===== src/sv/aci_pkg.sv =====
// ----------------------------------------------------------------------------
// aci_pkg
// Types, table codes and coefficient tables shared by the airfoil
// coefficient interpolator modules.
// ----------------------------------------------------------------------------
`timescale 1ns / 1ps

package aci_pkg;

  typedef struct packed {
    logic signed [15:0] attack_angle;
    logic signed [15:0] flap_setting;
    logic               mode;
  } aci_in_t;

  typedef struct packed {
    logic signed [15:0] lift_coeff;
    logic        [13:0] drag_coeff;
    logic               stall_res;
  } aci_out_t;

  // Classified item as it waits in the queue
  typedef struct packed {
    logic        mode;
    logic        lift_ok;
    logic        drag_ok;
    logic        neg;       // rudder: mirror lift sign
    logic        flap_neg;  // blend toward flap-down curve
    logic [14:0] flap_mag;  // 0..16384, forced to 0 for the rudder
    logic [3:0]  lidx;
    logic [9:0]  lfrac;
    logic [3:0]  didx;
    logic [9:0]  dfrac;
  } aci_job_t;

  typedef enum logic [2:0] {
    TAB_LIFT_PLAIN,
    TAB_LIFT_DOWN,
    TAB_LIFT_UP,
    TAB_DRAG_PLAIN,
    TAB_DRAG_DOWN,
    TAB_DRAG_UP,
    TAB_RUD_LIFT,
    TAB_RUD_DRAG
  } aci_tab_t;

  localparam int NUM_LANES = 6;  // lift plain/down/up, drag plain/down/up

  localparam logic signed [16:0] CAMB_LIFT_LO = -17'sd3072;
  localparam logic signed [16:0] CAMB_DRAG_LO = -17'sd2048;
  localparam logic signed [16:0] TABLE_HI     = 17'sd6144;
  localparam logic        [16:0] TABLE_HI_U   = 17'd6144;
  localparam logic        [14:0] ONE_Q14      = 15'd16384;
  localparam logic signed [15:0] LIFT_SCALE   = 16'sd14746;
  localparam logic        [13:0] CAMB_DRAG_OUT = 14'd6144;
  localparam logic        [13:0] RUD_DRAG_OUT  = 14'd12288;
  localparam logic signed [19:0] LIFT_MAX = 20'sd32767;
  localparam logic signed [19:0] LIFT_MIN = -20'sd32768;
  localparam logic signed [17:0] DRAG_MAX = 18'sd16383;

  function automatic aci_tab_t lane_tab(input int lane, input logic mode);
    aci_tab_t t;
    case (lane)
      0:       t = mode ? TAB_RUD_LIFT : TAB_LIFT_PLAIN;
      1:       t = TAB_LIFT_DOWN;
      2:       t = TAB_LIFT_UP;
      3:       t = mode ? TAB_RUD_DRAG : TAB_DRAG_PLAIN;
      4:       t = TAB_DRAG_DOWN;
      default: t = TAB_DRAG_UP;
    endcase
    return t;
  endfunction

  // Coefficients in Q2.14; unused indexes read zero
  function automatic logic signed [15:0] coef(input aci_tab_t tab, input logic [3:0] idx);
    logic signed [15:0] v;
    v = '0;
    case (tab)
      TAB_LIFT_PLAIN: begin
        case (idx)
          4'd0: v = -16'sd13926;  4'd1: v = -16'sd8847;
          4'd2: v = -16'sd3277;   4'd3: v = 16'sd3277;
          4'd4: v = 16'sd9339;    4'd5: v = 16'sd15073;
          4'd6: v = 16'sd19825;   4'd7: v = 16'sd23429;
          4'd8: v = 16'sd22938;   4'd9: v = 16'sd16384;
          default: v = '0;
        endcase
      end
      TAB_LIFT_DOWN: begin
        case (idx)
          4'd0: v = -16'sd8192;   4'd1: v = 16'sd0;
          4'd2: v = 16'sd7373;    4'd3: v = 16'sd13926;
          4'd4: v = 16'sd16712;   4'd5: v = 16'sd22774;
          4'd6: v = 16'sd27034;   4'd7: v = 16'sd28672;
          4'd8: v = 16'sd22610;   4'd9: v = 16'sd19169;
          default: v = '0;
        endcase
      end
      TAB_LIFT_UP: begin
        case (idx)
          4'd0: v = -16'sd18022;  4'd1: v = -16'sd12124;
          4'd2: v = -16'sd6554;   4'd3: v = 16'sd0;
          4'd4: v = 16'sd4424;    4'd5: v = 16'sd10322;
          4'd6: v = 16'sd15073;   4'd7: v = 16'sd16876;
          4'd8: v = 16'sd18022;   4'd9: v = 16'sd12780;
          default: v = '0;
        endcase
      end
      TAB_DRAG_PLAIN: begin
        case (idx)
          4'd0: v = 16'sd164;  4'd1: v = 16'sd121;  4'd2: v = 16'sd66;
          4'd3: v = 16'sd147;  4'd4: v = 16'sd213;  4'd5: v = 16'sd377;
          4'd6: v = 16'sd819;  4'd7: v = 16'sd1966; 4'd8: v = 16'sd3441;
          default: v = '0;
        endcase
      end
      TAB_DRAG_DOWN: begin
        case (idx)
          4'd0: v = 16'sd106;  4'd1: v = 16'sd70;   4'd2: v = 16'sd90;
          4'd3: v = 16'sd251;  4'd4: v = 16'sd362;  4'd5: v = 16'sd641;
          4'd6: v = 16'sd1638; 4'd7: v = 16'sd3195; 4'd8: v = 16'sd4915;
          default: v = '0;
        endcase
      end
      TAB_DRAG_UP: begin
        case (idx)
          4'd0: v = 16'sd82;   4'd1: v = 16'sd70;   4'd2: v = 16'sd90;
          4'd3: v = 16'sd426;  4'd4: v = 16'sd616;  4'd5: v = 16'sd1089;
          4'd6: v = 16'sd2130; 4'd7: v = 16'sd2949; 4'd8: v = 16'sd4096;
          default: v = '0;
        endcase
      end
      TAB_RUD_LIFT: begin
        case (idx)
          4'd0: v = 16'sd2621;  4'd1: v = 16'sd7471;  4'd2: v = 16'sd12059;
          4'd3: v = 16'sd15860; 4'd4: v = 16'sd18743; 4'd5: v = 16'sd18350;
          4'd6: v = 16'sd13107;
          default: v = '0;
        endcase
      end
      TAB_RUD_DRAG: begin
        case (idx)
          4'd0: v = 16'sd52;   4'd1: v = 16'sd118;  4'd2: v = 16'sd170;
          4'd3: v = 16'sd301;  4'd4: v = 16'sd655;  4'd5: v = 16'sd1573;
          4'd6: v = 16'sd2753;
          default: v = '0;
        endcase
      end
      default: v = '0;
    endcase
    return v;
  endfunction

endpackage


===== src/sv/aci_queue.sv =====
// ----------------------------------------------------------------------------
// aci_queue
// Small FIFO of classified jobs between the front and the back.
// ----------------------------------------------------------------------------
`timescale 1ns / 1ps

module aci_queue import aci_pkg::*; #(
  parameter int DEPTH = 4
) (
  input  logic     clk,
  input  logic     rst,
  input  logic     push,
  input  aci_job_t wdata,
  output logic     full,
  input  logic     pop,
  output aci_job_t rdata,
  output logic     empty
);

  localparam int PW = (DEPTH > 1) ? $clog2(DEPTH) : 1;
  localparam int CW = $clog2(DEPTH + 1);
  localparam logic [PW-1:0] LAST = PW'(DEPTH - 1);
  localparam logic [CW-1:0] FULL_CNT = CW'(DEPTH);

  aci_job_t        mem [DEPTH];
  logic [PW-1:0]   wptr;
  logic [PW-1:0]   rptr;
  logic [CW-1:0]   count;
  logic            do_push;
  logic            do_pop;

  assign full    = count == FULL_CNT;
  assign empty   = count == '0;
  assign do_push = push && !full;
  assign do_pop  = pop && !empty;
  assign rdata   = mem[rptr];

  always_ff @(posedge clk) begin
    if (do_push) begin
      mem[wptr] <= wdata;
    end
  end

  always_ff @(posedge clk) begin
    if (rst) begin
      wptr  <= '0;
      rptr  <= '0;
      count <= '0;
    end else begin
      if (do_push) begin
        wptr <= (wptr == LAST) ? '0 : wptr + 1'b1;
      end
      if (do_pop) begin
        rptr <= (rptr == LAST) ? '0 : rptr + 1'b1;
      end
      case ({do_push, do_pop})
        2'b10:   count <= count + 1'b1;
        2'b01:   count <= count - 1'b1;
        default: count <= count;
      endcase
    end
  end

endmodule


===== config.mk =====
export PLATFORM = sky130hd
export DESIGN_NAME = aci_queue
export DESIGN_NICKNAME = d
export VERILOG_FILES = /design/src/sv/aci_pkg.sv /design/src/sv/aci_queue.sv
export SDC_FILE = /design/constraint.sdc
export NUM_CORES = 1
export LEC_CHECK = 0
export ABC_AREA = 1
export BUFFER_PORTS_ARGS = -buffer_cell sky130_fd_sc_hd__buf_2
export CORE_MARGIN = 2
export CORE_UTILIZATION = 28
export DETAILED_ROUTE_END_ITERATION = 6
export REMOVE_ABC_BUFFERS = 1
export SYNTH_ARGS = -nofsm -noshare
export SYNTH_HDL_FRONTEND = slang
export SYNTH_SLANG_ARGS = --single-unit

===== constraint.sdc =====
create_clock -name clk -period 6.87 [get_ports clk]
set_input_delay 1.0305 -clock clk [delete_from_list [all_inputs] [get_ports clk]]
set_output_delay 1.0305 -clock clk [all_outputs]
set_load 0.05 [all_outputs]

==> qor.csv <==
stage,metric,value,unit
clocking,clock_path_buffers,3,
logic_synthesis,synth_edf_count,192,
timing,slew_violations,0,
run,timing.max_cap.violations,0,
final_layout,fin_util,34.28,%
logic_synthesis,post-synth-top-area-cell,sky130_fd_sc_hd__edfxtp_1,
logic_synthesis,yosys_warnings,0,
logic_synthesis,synth_async_sr_flop_share,0,%
critical_path,cp_capture_type,primary output,
logic_synthesis,post_synth_inst_count,537,
final_layout,area.sequential,5951,um2
logic_synthesis,synth_top_cells_by_count,"sky130_fd_sc_hd__edfxtp_1 (192), sky130_fd_sc_hd__nor2_1 (100), sky130_fd_sc_hd__o21ai_0 (89), sky130_fd_sc_hd__o22ai_1 (48), sky130_fd_sc_hd__inv_1 (18)",
clocking,holdBufCountCts,0,
placed_design,globalplace.congestion,0.6754,
timing,tightest_slew,1.035,ns
grt,busiest_layer,met2,
clocking,insertion_delay,0.50,ns
power_and_ir_drop,ir_worst_vdd,0.2175,mV
logic_synthesis,netlist_area,7681,um2
timing,worst_clock_skew,0.01589,ns
critical_path,critical_path.reg2reg.startpoint,count[1]$_SDFFE_PP0P_,
drt,detail_route.iter0.violations,221,
grt,globalRouteMet3Util,3.078,%
drt,route.vias.total,4493,
critical_path,regToRegSetupSlack,4.77,ns
clocking,clock_pin_slew_of_the_registers_on_the_worst_case_setup_and_hold_paths,0.06,ns
power_and_ir_drop,power.static_leakage,3.244,nW
logic_synthesis,syn_avg_cell_area,14.30,um2
drt,route.final.wire_length,15.91,mm
logic_synthesis,post_synth_num_cell_types,24,
timing,setup_total_negative_slack,0,ns
timing,final-hold-violation-count,0,
grt,use_met2,18.39,%
timing,max_clock_freq,264.0,MHz
timing,slew_headroom,31.00,%
floorplanning,floorplan.die_area,28770,um2
critical_path,timing.rr.end,count[2]$_SDFFE_PP0P_,
drt,detail-route-antenna-nets,0,
power_and_ir_drop,power.density_cell_area,446.4,nW/um2
hold_path,worst_hold_path_type,reg2reg,
critical_path,worst-endpoint-required,5.84,ns
floorplanning,floorplan.die.height,169.6,um
placed_design,dp_hpwl,8.374,mm
timing,final_period_minus_worst_setup_slack,3.787,ns
final_layout,fill_cells,2579,
hold_path,holdCritStartpoint,rptr[1]$_SDFFE_PP0P_,
drt,via_per_inst,4.511,
final_layout,multiInputGateArea,1453,um2
clocking,clock_tree_from_tritoncts,yes,
timing,setup-violations-final,0,
timing,layout_setup_ws,3.083,ns
logic_synthesis,post_synthesis_register_bit_count,201,
final_layout,design.final.nets,696,
final_layout,area_growth_syn_to_layout,20.26,%
drt,firstDrtPassIters,4,
grt,grt_overflow,0,
logic_synthesis,ys.flop_type,sky130_fd_sc_hd__edfxtp_1,
critical_path,timing.critical_path.from_type,register,
logic_synthesis,share_of_yosys_cell_area_claimed_by_the_top_area_cell_type,75.06,%
grt,globalRouteMet1Util,13.77,%
timing,grt_setup_unrepaired,false,
grt,global_routing_usage_summed_across_all_routing_layers,10.87,%
clocking,cts_num_sinks,201,
floorplanning,die_width,169.6,um
critical_path,critPathMaxFanout,97,
floorplanning,floorplan.io_pins,102,
floorplanning,core_area,26950,um2
critical_path,worst-endpoint-arrival,2.76,ns
floorplanning,number_of_rows_created_at_floorplan,60,
timing,post-route-period-util,55.13,%
clocking,cts_resized,0,
clocking,numCtsBuffers,22,
placed_design,place_worst_setup_slack,3.522,ns
clocking,cts.htree.levels,1,
floorplanning,starting_utilization_of_the_core_area,28.50,%
grt,grt_pass1_vias,4449,
logic_synthesis,post_synth_main_area_contributors,"sky130_fd_sc_hd__edfxtp_1 (75%), sky130_fd_sc_hd__o21ai_0 (5.8%), sky130_fd_sc_hd__nor2_1 (4.9%)",
clocking,post_cts_buffers,0,
clocking,root_buffer,sky130_fd_sc_hd__clkbuf_16,
grt,first_pass_grt_wire_length,24.28,mm
critical_path,crit_path_end,rdata[44],
placed_design,numPortBuffers,101,
final_layout,drive_gt1_share,24.50,%
logic_synthesis,synth.yosys.seq_area_share,77.41,%
critical_path,timing.setup.critical_path_class,reg2out,
critical_path,r2r.worst_path.cells,11,
drt,route.detailed.drc,0,
timing,whs,0.5255,ns
grt,initial_antenna_violation_count,2,
logic_synthesis,synth.most_common_cell,sky130_fd_sc_hd__edfxtp_1,
grt,largest_net_degree_at_the_start_of_global_routing,98,
status,run_status,finished clean,
drt,routedWlPerCell,15.97,um
==> worst max-delay path, stage by stage (launching register included) <==
cell                      delay (ns)
sky130_fd_sc_hd__dfxtp_4        0.33
sky130_fd_sc_hd__buf_4          0.69
sky130_fd_sc_hd__inv_6          0.48
sky130_fd_sc_hd__o21ai_0        0.36
sky130_fd_sc_hd__o22ai_1        0.10
sky130_fd_sc_hd__buf_2          0.22
==> cell families after synthesis <==
kind of cell    after synthesis  share of synthesized area [%]
buf+inv                      51                          4.072
simple gates                128                          6.727
flops                       201                          77.41
fa+ha+maj                     7                          1.238
compound gates              150                          10.56
==> metal layers <==
layer  share of wire [%]  vias up  wire (um)
met3                 6.2       22        988
met1                  45     2190       7188
met2                  47       94       7517
met5                   0        -          0
met4                 1.3        0        212
li1                    -     2187          -
==> report_power, final <==
part           total (mW)  switching (mW)  internal, mW
Clock                1.21           0.449         0.758
Combinational        1.41            1.12         0.293
Sequential           1.50          0.0280          1.48
==> final cells by class <==
class	count	area share [%]
repair buffers	107	5.960
flip-flops and latches	201	64.42
multi-input cells	285	15.73
clock inverters	3	0.4605
well taps	341	4.619
clock buffers	37	7.897
inverters	20	0.8669
diodes	2	0.05418
==> how the worst min path moves through the flow <==
stage,endpoint,cells after the start
final,register,2
after global routing,count[0]$_SDFFE_PP0P_,2
after CTS,register,2
after detailed placement,count[0]$_SDFFE_PP0P_,2
after global placement,register,2
after floorplan,register,2
==> through the flow <==
stage                     instances  power, mW  instance area (um2)
after CTS                       994      4.186                 9233
after global routing            994      4.338                 9233
final                           996      4.124                 9238
after detailed placement        954      2.963                 8461
after global placement          954      2.954                 8461
after floorplan                 506      2.575                 7448
==> sequential cells by signal, summed over array words and instances, names as in the netlist, named ones only <==
name / flops
count: 3
mem: 192
rptr: 2
wptr: 2
==> layout by cell type, fill, tap and decap left out, types with 9 or more instances in the layout <==
cell type and instances:
sky130_fd_sc_hd__inv_1 18, sky130_fd_sc_hd__o21ai_0 89, sky130_fd_sc_hd__buf_2 101, sky130_fd_sc_hd__clkbuf_16 24, sky130_fd_sc_hd__o22ai_1 48, sky130_fd_sc_hd__nor2_2 10, sky130_fd_sc_hd__o21ai_1 9, sky130_fd_sc_hd__edfxtp_1 192
sky130_fd_sc_hd__nand2_1 14, sky130_fd_sc_hd__nor2_1 96
No activity file was read; power rests on OpenSTA's default activity.
